**src/hw/rtl/quadratic_probe_hash_set_defines.svh**
```systemverilog
// assertion macros for the hash set
`ifndef QUADRATIC_PROBE_HASH_SET_DEFINES_SVH
`define QUADRATIC_PROBE_HASH_SET_DEFINES_SVH
`ifndef SYNTH
`define QPHS_ASSERT(lbl, cond) \
    lbl: assert property (@(posedge clk) disable iff (!rst_n) (cond)) \
        else $error("assertion failed");
`define QPHS_ASSERT_NEXT(lbl, ante, cons) \
    lbl: assert property (@(posedge clk) disable iff (!rst_n) (ante) |=> (cons)) \
        else $error("assertion failed");
`else
`define QPHS_ASSERT(lbl, cond)
`define QPHS_ASSERT_NEXT(lbl, ante, cons)
`endif
`endif

```
**src/hw/rtl/qphs_pkg.sv**
```systemverilog
package qphs_pkg;

    localparam int TABLE_DEPTH = 1024;
    localparam int IDX_W       = (TABLE_DEPTH > 1) ? $clog2(TABLE_DEPTH) : 1;
    localparam int EFF_W       = $clog2(TABLE_DEPTH + 1);
    localparam int SIZE_W      = 11;
    localparam int KEY_W       = 32;
    localparam int OUT_W       = 2;
    localparam int CNT_W       = $clog2(KEY_W);

    localparam logic [SIZE_W-1:0] SIZE_RESET = 11'd1024;

    localparam logic ACT_INSERT = 1'b0;
    localparam logic ACT_SEARCH = 1'b1;

    localparam logic [OUT_W-1:0] OC_INSERTED  = 2'd0;
    localparam logic [OUT_W-1:0] OC_DROPPED   = 2'd1;
    localparam logic [OUT_W-1:0] OC_FOUND     = 2'd2;
    localparam logic [OUT_W-1:0] OC_NOT_FOUND = 2'd3;

    localparam logic REG_TABLE_SIZE = 1'b0;

    typedef struct packed {
        logic             action;
        logic [KEY_W-1:0] key;
        logic [IDX_W-1:0] home;
    } req_t;

    typedef struct packed {
        logic valid;
        req_t req;
    } link_t;

endpackage

```
**src/hw/rtl/qphs_front.sv**
```systemverilog
module qphs_front (
    input  logic                  clk,
    input  logic                  rst_n,
    input  logic                  clearing,
    input  logic [qphs_pkg::EFF_W-1:0] size_eff,
    input  logic                  push,
    output logic                  full,
    input  logic                  action,
    input  logic [qphs_pkg::KEY_W-1:0] key,
    output qphs_pkg::link_t       link,
    input  logic                  link_pop
);
    import qphs_pkg::*;

    typedef enum logic [2:0] {
        F_IDLE = 3'b001,
        F_DIV  = 3'b010,
        F_PUSH = 3'b100
    } fstate_t;

    fstate_t          state_reg, state_next;
    logic             act_reg;
    logic [KEY_W-1:0] key_reg;
    logic [KEY_W-1:0] mag_reg;
    logic [EFF_W-1:0] rem_reg;
    logic [CNT_W-1:0] bit_cnt_reg;
    logic             neg_reg;

    logic [EFF_W:0]   trial;
    logic [EFF_W:0]   trial_sub;
    logic [EFF_W-1:0] home_full;
    req_t             new_req;
    logic             accept;
    logic             q_push;

    req_t       q_mem_reg [2];
    logic       wr_ptr_reg;
    logic       rd_ptr_reg;
    logic [1:0] q_cnt_reg;

    assign accept = (state_reg == F_IDLE) && push && !clearing;
    assign full   = (state_reg != F_IDLE) || clearing;
    assign q_push = (state_reg == F_PUSH) && (q_cnt_reg != 2'd2);

    // restoring division of the key magnitude, one bit a cycle
    assign trial     = {rem_reg, mag_reg[KEY_W-1]};
    assign trial_sub = trial - {1'b0, size_eff};

    assign home_full = (neg_reg && (rem_reg != '0)) ? (size_eff - rem_reg) : rem_reg;

    always_comb
    begin
        new_req.action = act_reg;
        new_req.key    = key_reg;
        new_req.home   = home_full[IDX_W-1:0];
    end

    always_comb
    begin
        state_next = state_reg;
        unique case (state_reg)
            F_IDLE:
            begin
                if (accept)
                begin
                    state_next = F_DIV;
                end
            end
            F_DIV:
            begin
                if (bit_cnt_reg == CNT_W'(KEY_W - 1))
                begin
                    state_next = F_PUSH;
                end
            end
            F_PUSH:
            begin
                if (q_push)
                begin
                    state_next = F_IDLE;
                end
            end
            default:
            begin
                state_next = F_IDLE;
            end
        endcase
    end

    always_ff @(posedge clk or negedge rst_n)
    begin
        if (!rst_n)
        begin
            state_reg  <= F_IDLE;
            wr_ptr_reg <= 1'b0;
            rd_ptr_reg <= 1'b0;
            q_cnt_reg  <= 2'd0;
        end
        else
        begin
            state_reg <= state_next;
            if (q_push)
            begin
                wr_ptr_reg <= !wr_ptr_reg;
            end
            if (link_pop)
            begin
                rd_ptr_reg <= !rd_ptr_reg;
            end
            q_cnt_reg <= q_cnt_reg + {1'b0, q_push} - {1'b0, link_pop};
        end
    end

    always_ff @(posedge clk)
    begin
        if (accept)
        begin
            act_reg     <= action;
            key_reg     <= key;
            neg_reg     <= key[KEY_W-1];
            mag_reg     <= key[KEY_W-1] ? (~key + 1'b1) : key;
            rem_reg     <= '0;
            bit_cnt_reg <= '0;
        end
        else if (state_reg == F_DIV)
        begin
            mag_reg     <= {mag_reg[KEY_W-2:0], 1'b0};
            rem_reg     <= trial_sub[EFF_W] ? trial[EFF_W-1:0] : trial_sub[EFF_W-1:0];
            bit_cnt_reg <= bit_cnt_reg + 1'b1;
        end
        if (q_push)
        begin
            q_mem_reg[wr_ptr_reg] <= new_req;
        end
    end

    assign link.valid = (q_cnt_reg != 2'd0);
    assign link.req   = q_mem_reg[rd_ptr_reg];

endmodule

```
**config.mk**
```make
export PLATFORM = sky130hd
export DESIGN_NAME = qphs_front
export DESIGN_NICKNAME = d
export VERILOG_FILES = /design/src/hw/rtl/quadratic_probe_hash_set_defines.svh /design/src/hw/rtl/qphs_pkg.sv /design/src/hw/rtl/qphs_front.sv
export SDC_FILE = /design/constraint.sdc
export NUM_CORES = 1
export LEC_CHECK = 0
export BUFFER_PORTS_ARGS = -buffer_cell sky130_fd_sc_hd__buf_2
export CAP_MARGIN = 20
export CORE_MARGIN = 3
export CORE_UTILIZATION = 63
export DETAILED_ROUTE_END_ITERATION = 6
export HOLD_SLACK_MARGIN = 0.15
export PLACE_DENSITY = 0.85
export SYNTH_ARGS = -nofsm -noshare
export SYNTH_HDL_FRONTEND = slang
export SYNTH_SLANG_ARGS = --single-unit
```
**constraint.sdc**
```tcl
create_clock -name clk -period 5.5 [get_ports clk]
set_clock_uncertainty 0.05 [all_clocks]
set_input_delay 0.55 -clock clk [delete_from_list [all_inputs] [get_ports clk]]
set_output_delay 0.55 -clock clk [all_outputs]
set_load 0.02 [all_outputs]
```
# Yosys cells after proc, flatten, opt, wreduce, memory -nomap -nowiden
# Memory sizes are Yosys's and may differ from the RTL's.
# Cells that the tools add are included.
[word_totals]
regBits = 89
mem_bits_rw = 86
input_bits = 49
output_inout_bits = 45
mem_count = 1
[memory_table]
columns = ["memory", "words", "word_bits", "rd", "rd_clocked_by_memory_dff", "wr", "line_no", "text"]
rows = [
  ["q_mem_reg", 2, 43, 1, 0, 1, "qphs_front.sv:36", "req_t q_mem_reg [2];"],
]
[classes]
n_addsub = 6
n_eq_ne = 9
muxes = 11
bitwise = 1
reduce_logical = 12
[ops]
columns = ["op", "count"]
rows = [
  ["$mux W32", 3],
  ["$add A32 B1 Y32 const B", 1],
  ["$not A32 Y32", 1],
  ["$sub A12 B11 Y12", 1],
  ["$mux W11", 1],
  ["$reduce_bool A11 Y1", 1],
  ["$mux W10", 1],
  ["$sub A10 B10 Y10", 1],
  ["$mux W3", 3],
  ["$pmux W3 S3", 1],
  ["$ne A2 B2 Y1 const B", 4],
  ["$add A5 B1 Y5 const B", 1],
  ["$eq A5 B5 Y1 const B", 1],
  ["$logic_and A1 B1 Y1", 4],
  ["$reduce_bool A2 Y1", 2],
  ["$eq A3 B1 Y1 const B", 1],
  ["$eq A3 B2 Y1 const B", 1],
  ["$eq A3 B3 Y1 const B", 1],
  ["$logic_not A1 Y1", 3],
  ["$ne A3 B1 Y1 const B", 1],
  ["$reduce_and A3 Y1", 1],
  ["$add A2 B1 Y2", 1],
  ["$mux W1", 2],
  ["$sub A2 B1 Y2", 1],
  ["$logic_or A1 B1 Y1", 1],
]

# Logic depth before layout (Yosys ltp)
# Gate-level depths: netlist of the first run.
[depth]
word_depth = 5
depth_mapped = 10
ltp_nobuf = 10

# Worst setup path after synthesis of the first run
# OpenSTA, ideal clock, no wires.
[synth_timing]
path_kind = "flip-flop to flip-flop"
from = "reg q_cnt_reg[1]"
to = "mem q_mem_reg[0][0] in the netlist's numbering, enable pin"
arrival_ps = 2996
setup_slack_ps = 2006
stages_incl_launch_ff = 4
path_cell_list = "dfrtp_1 -> nor2b_1 -> nor4b_1 -> nor2b_1"
[synth_between]
elab_chain_len = 4
[synth_rtl]
columns = ["element", "line_no", "text"]
rows = [
  ["start: declaration", "qphs_front.sv:39", "logic [1:0] q_cnt_reg;"],
  ["start signal: assignment", "qphs_front.sv:110", "q_cnt_reg <= q_cnt_reg + {1'b0, q_push} - {1'b0, link_pop};"],
  ["$ne A2 B2 Y1", "qphs_front.sv:43", "assign q_push = (state_reg == F_PUSH) && (q_cnt_reg != 2'd2);"],
  ["$logic_and A1 B1 Y1", "qphs_front.sv:43", ""],
  ["$mux W1", "qphs_front.sv:131", "if (q_push)"],
  ["$mux W1 (not written as such)", "qphs_front.sv:133", "q_mem_reg[wr_ptr_reg] <= new_req;"],
  ["end: declaration", "qphs_front.sv:36", ""],
]
# Every way passes these cells.

# Worst setup path in the final report of the first run
[layout_timing]
from = "reg state_reg[0]"
to = "reg mag_reg[30], enable pin"
[layout_between]
elab_chain_len = 4
[layout_rtl]
columns = ["element", "line_no", "text"]
rows = [
  ["start: declaration", "qphs_front.sv:21", "fstate_t state_reg, state_next;"],
  ["start signal: assignment", "qphs_front.sv:101", "state_reg <= state_next;"],
  ["$eq A3 B1 Y1", "qphs_front.sv:41", "assign accept = (state_reg == F_IDLE) && push && !clearing;"],
  ["$logic_and A1 B1 Y1 (2 in a row)", "qphs_front.sv:41", ""],
  ["$reduce_bool A2 Y1 (no line) (*)", "n/a", ""],
  ["end signal: assignment", "qphs_front.sv:121", "mag_reg <= key[KEY_W-1] ? (~key + 1'b1) : key;"],
  ["end signal: assignment", "qphs_front.sv:127", "mag_reg <= {mag_reg[KEY_W-2:0], 1'b0};"],
  ["end: declaration", "qphs_front.sv:24", "logic [KEY_W-1:0] mag_reg;"],
]
# Every way passes the cells marked *; elsewhere a longest branch is shown, timed or not.
# A chain may end at the register's enable or synchronous reset.

==> results of run 1 <==
logic make-up after synthesis:
| family | synth area share |
|---|---|
| simple gates | 0.115 |
| compound gates | 0.102 |
| fa+ha+maj | 0.0417 |
| mux | 0.0694 |
| buf+inv | 0.0287 |
| xor+xnor | 0.0487 |
| flops | 0.595 |
layer usage:
metal / vias up / routed length [um]
met5: - / 0
met1: 2805 / 7590
met3: 31 / 1340
met4: 0 / 354
li1: 2746 / -
met2: 230 / 8980
report_power, final:
part	leakage [nW]	switching [mW]	total [mW]	internal (mW)
Clock	0.299	0.497	1.26	0.767
Combinational	1.76	0.428	0.733	0.305
Sequential	1.60	0.0575	1.57	1.51
worst min-delay path by stage:
stage	startpoint	endpoint	slack [ns]	depth (start not counted)
2_1_floorplan	rst_n	q_cnt_reg[0]	0.20	0
3_3_place_gp	rst_n	state_reg[1]	0.33	1
3_5_place_dp	rst_n	state_reg[1]	0.34	1
4_1_cts	action	act_reg	0.26	1
5_1_grt	action	act_reg	0.25	1
6_report	link_pop	rd_ptr_reg	0.27	2
final cells by class:
| cell class | count | area share |
|---|---|---|
| Sequential cell | 174 | 0.516 |
| Multi-Input combinational cell | 443 | 0.328 |
| Timing Repair Buffer | 101 | 0.0567 |
| Clock buffer | 20 | 0.0448 |
| Tap cell | 172 | 0.0221 |
| Clock inverter | 12 | 0.0187 |
| Inverter | 35 | 0.0135 |
cell usage in the layout, fill, tap and decap left out, types with 4 or more instances in the layout:
| cell type | count |
|---|---|
| nor3_1 | 17 |
| xor2_1 | 35 |
| nand4_1 | 12 |
| o211ai_1 | 5 |
| buf_4 | 5 |
| o2111ai_1 | 9 |
| clkbuf_16 | 17 |
| a21oi_1 | 17 |
| nor2_1 | 23 |
| edfxtp_1 | 151 |
| and3_1 | 5 |
| nand3_1 | 20 |
| o31ai_1 | 9 |
| a211oi_1 | 5 |
| o41ai_1 | 6 |
| dfxtp_1 | 16 |
| or3_1 | 13 |
| bufinv_16 | 4 |
| nor2b_1 | 7 |
| o21ai_0 | 48 |
| o21ai_1 | 5 |
| mux2i_1 | 8 |
| ha_1 | 25 |
| dfrtp_1 | 5 |
| inv_1 | 34 |
| o21a_1 | 4 |
| nand2_1 | 54 |
| xnor2_1 | 12 |
| nand2b_1 | 8 |
| buf_2 | 93 |
| mux2_2 | 45 |
through the flow:
stage	setup slack [ns]	power [mW]
after floorplan	2.01	2.09
after global placement	2.25	2.28
after detailed placement	2.15	2.31
after CTS	2.18	3.56
after global routing	1.95	3.71
final	2.20	3.57
worst max-delay path, cell delays in order, from the launching register on:
cell and delay [ns]:
dfstp_2 0.59, nor4b_1 0.41, nand2_2 0.66, clkinv_1 0.19, nor2_1 0.15, inv_1 0.52, buf_4 0.40
timing repair:
item | in CTS | in global routing
endpoints found under the hold margin | 7 | 0
resized for setup | 0 | 0
hold buffers | 1 | 0
buffers inserted | 0 | 0
==> results.ini, run 1 <==
[yosys]
syn_area_per_cell_um2 = 12.5
ys_seq_area_frac = 0.595
synth_top_area_share = 0.536
yosysMostFrequentCell = edfxtp_1
yosysWarnings = 0
async_flop_share = 0.0402
yosys-top-cells-count = 151 x edfxtp_1, 55 x nand2_1, 48 x o21ai_0
netlist_area_um2 = 8460
synth_area_leaders = edfxtp_1 54%, mux2_2 6.0%, dfxtp_1 3.8%
syn_inst = 679
ys_ff_latch = 174
synth_cell_types = 60
syn_nets = 755
ys.flop_type = edfxtp_1
synth_top_area_cell = edfxtp_1
synth_edf_count = 151

[clocking]
clock_latency_ns = 0.42
cts_made_buffers = 17
clockRootBuffer = clkbuf_16
clock-sinks = 174
htree_levels = 4
cts_max_path_buffers = 2
cts_tree = yes
clk_pin_slew_worst_paths_ns = 0.06

[cells_and_area]
area_growth_pct = 15.3
drive_above_1_share = 0.241
nFillCells = 798
antennaDiodeCount = 0
largest_reg_flops = 86
fin_nets = 848
multi_input_area_um2 = 3200
fin_cells = 957
final_util = 0.757
regArea_um2 = 5030
finish.instance_area_um2 = 9750

[detailed_routing]
first_pass_iters = 6
viasPerCell = 6.07
post_drt_wl_per_cell_um = 19.1
routed_wl_um = 18300
vias = 5812
ant_nets = 0
drtIter0Drc = 642
drc = 0

[global_route]
use_met3 = 0.0557
grt_util_met2 = 0.420
grt_start_max_net_pins = 65
grt_overflow_total = 0
top_usage_layer = met2
grt_usage = 0.256
grt_pass1_vias = 5879
grt_pass1_wl_um = 29300
grt_util_met1 = 0.337
antenna_found_initial = 0

[floorplanning]
fp.dieH_um = 122
core_area_um2 = 12900
dieArea_um2 = 14800
fp-row-count = 41
ioPinCount = 94
start_util = 0.657
die_width_um = 122

[power_and_ir_drop]
ir_drop_mv = 0.311
p_leak_nw = 3.66
power_density_nw_per_um2 = 366

[worst_setup_path]
worstSetupStartpointType = register
regToRegSetupSlack_ns = 2.20
path_class = reg -> reg
required_ns = 5.55
r2r_cells = 6
worstSetupEndpoint = mag_reg[30]
rr_startpoint = state_reg[0]
startpoint = state_reg[0]
cp_max_fo = 64
arrival_ns = 3.35
r2r_end = mag_reg[30]
crit_path_end_kind = register

[place]
port_buffers = 93
dp.cells = 922
post_dp_cell_area_um2 = 9080
hpwl_um = 12200
gp_congestion = 0.890

[sta]
tightest_slew_ns = 0.978
rsz0062_at_grt = no
relSlewSlack = 0.346
hold_viol = 0
tns_ns = 0
fin_crit_sh = 0.601
slew_violations = 0
setup_viol = 0
holdWs_ns = 0.273
timing.fmax_mhz = 303
fin_crit_ns = 3.30

[min_path]
hp-class = in -> reg

[run]
cap_violations = 0

[run_status]
outcome = finished, final reports clean

Power figures use the tool's default switching activity.
==> inputs of run 2 (changes only) <==
--- a/config.mk
+++ b/config.mk
@@ -8,10 +8,10 @@
 export BUFFER_PORTS_ARGS = -buffer_cell sky130_fd_sc_hd__buf_2
 export CAP_MARGIN = 20
 export CORE_MARGIN = 3
-export CORE_UTILIZATION = 63
+export CORE_UTILIZATION = 53
 export DETAILED_ROUTE_END_ITERATION = 6
 export HOLD_SLACK_MARGIN = 0.15
-export PLACE_DENSITY = 0.85
+export PLACE_DENSITY = 0.76
 export SYNTH_ARGS = -nofsm -noshare
 export SYNTH_HDL_FRONTEND = slang
 export SYNTH_SLANG_ARGS = --single-unit
==> constraint.sdc (replaced) <==
create_clock -name clk -period 2.94 [get_ports clk]
set_clock_uncertainty 0.05 [all_clocks]
set_input_delay 0.294 -clock clk [delete_from_list [all_inputs] [get_ports clk]]
set_output_delay 0.294 -clock clk [all_outputs]
set_load 0.02 [all_outputs]
==> results.ini, run 2 (synthesis gave the netlist of run 1 again) <==
[run_status]
outcome = finished, final reports clean

[place]
dp.cells = 971  ; +5.3%
pre_cts_ws_ns = 0.204  ; -1.95 ns
hpwl_um = 12200  ; -0.27%
port_buffers = 93  ; unchanged
gp_congestion = 0.958  ; +7.7%

[clocking]
cts_made_buffers = 17  ; unchanged
clockRootBuffer = clkbuf_16
htree_levels = 4  ; unchanged
cts_max_path_buffers = 2  ; unchanged
clock-sinks = 174  ; unchanged
clk_pin_slew_worst_paths_ns = 0.07  ; about the same
postCtsSetupBuffers = 0  ; unchanged
clock_latency_ns = 0.42  ; about the same
cts_tree = yes

[global_route]
grt_pass1_wl_um = 29600  ; +0.89%
grt_usage = 0.211  ; -0.0454
grt_pass1_vias = 5896  ; +0.29%
grt_start_max_net_pins = 64  ; -1.5%
grt_overflow_total = 0  ; unchanged
antenna_found_initial = 0  ; unchanged

[sta]
worst_slack_ns = 0.187  ; -2.01 ns
fin_crit_ns = 2.75
rsz0062_at_grt = no
slew_violations = 0  ; unchanged
setup_viol = 0  ; unchanged
fin_crit_sh = 0.936
timing.fmax_mhz = 363
relSlewSlack = 0.432  ; +0.0859
hold_viol = 0  ; unchanged
tightest_slew_ns = 0.851  ; -0.127 ns
tns_ns = 0  ; unchanged

[floorplanning]
core_area_um2 = 15400  ; +20%
die_width_um = 132  ; +8.6%
fp.dieH_um = 132  ; +8.6%
fp-row-count = 45  ; +9.8%
ioPinCount = 94  ; unchanged
dieArea_um2 = 17500  ; +18%
start_util = 0.548  ; -0.109

[worst_setup_path]
required_ns = 3.04  ; -2.51 ns
crit_path_end_kind = register
arrival_ns = 2.85  ; -0.50 ns
cp_max_fo = 5  ; -92%
path_class = in -> reg
worstSetupStartpointType = input pin

[min_path]
hp-class = in -> async

[cells_and_area]
drive_above_1_share = 0.240  ; -0.000764
fin_nets = 889  ; +4.8%
nFillCells = 1128  ; +41%
largest_reg_flops = 86  ; unchanged
fin_cells = 1036  ; +8.3%
area_growth_pct = 20.2
layout_common_cells = 151 x edfxtp_1, 93 x buf_2, 54 x nand2_1
antennaDiodeCount = 0  ; unchanged
mostFrequentLayoutCell = edfxtp_1

[power_and_ir_drop]
ir_drop_mv = 0.527  ; +70%
power_density_nw_per_um2 = 654  ; +79%
power_mw = 6.65  ; +86%
p_leak_nw = 3.81  ; +4.2%

[run]
cap_violations = 0  ; unchanged

[detailed_routing]
post_drt_wl_per_cell_um = 17.6  ; -7.8%
routed_wl_um = 18200  ; -0.22%
drc = 0  ; unchanged
viasPerCell = 5.76  ; -5.1%
first_pass_iters = 6  ; unchanged
vias = 5971  ; +2.7%
ant_nets = 0  ; unchanged
drtIter0Drc = 572  ; -11%

## run 2: changes by cell type in the layout (fill, tap and decap cells not counted), sizes merged
| cell | before | now |
|---|---|---|
| inv | 38 | 35 |
| buf | 100 | 108 |
| dlygate4sd3 | 1 | 34 |
| clkinvlp | 1 | 3 |
## run 2: per-layer routing
metal  routed length, um  track usage  vias to the layer above
met5                   0            0                        -
li1                    -            -                     2842
met1                8000        0.281                     2885
met4                 381       0.0820                        0
met2                8740        0.340                      207
met3                1090       0.0466                       37
## run 2: worst paths after layout
| check | from | end | slack, ns | depth (start not counted) |
|---|---|---|---|---|
| max in group asynchronous | rst_n | state_reg[0] | 2.42 | 2 |
| hold reg to reg | key_reg[10] | q_mem_reg[0][20] | 0.39 | 0 |
| hold / removal | rst_n | state_reg[1] | 0.18 | 2 |
| setup / recovery | key[4] | mag_reg[27] | 0.19 | 8 |
| setup reg to reg | rem_reg[5] | rem_reg[5] | 0.20 | 7 |
| min in group clk | push | rem_reg[0] | 0.32 | 6 |
## run 2: worst max-delay path, stage by stage
cell           delay (ns)
dlygate4sd3_1        0.56
buf_2                0.16
or3_1                0.43
nor3_1               0.54
nand4_2              0.27
o31ai_1              0.31
xor2_1               0.19
o21ai_0              0.10
## run 2: cell type report
class / instances / area (um2) / area share
inverter: 35 / 136 / 0.0134
clock buffer: 20 / 437 / 0.0430
clock inverter: 11 / 165 / 0.0163
multi-input combinational: 443 / 3200 / 0.315
sequential: 174 / 5030 / 0.495
timing repair buffer: 142 / 931 / 0.0916
tap: 211 / 264 / 0.0260
## run 2: through the flow
stage	hold slack (ns)	util	instance area, um2
3_5_place_dp	0.0860	0.598	9220
5_1_grt	0.196	0.659	10200
6_report	0.180	0.659	10200
2_1_floorplan	-0.0516	-	8460
3_3_place_gp	0.0779	0.598	9220
4_1_cts	0.163	0.659	10200
## run 2: report_power, final
part | total, mW | leakage, nW | switching (mW) | internal [mW]
registers | 2.96 | 1.60 | 0.134 | 2.83
clock network | 2.32 | 0.286 | 0.902 | 1.42
logic | 1.37 | 1.93 | 0.771 | 0.594
## run 2: timing repair
action | in CTS | in global routing
hold buffers | 34 | 0
endpoints found under the setup margin | 0 | 2
resized for setup | 0 | 1
endpoints found under the hold margin | 40 | 0
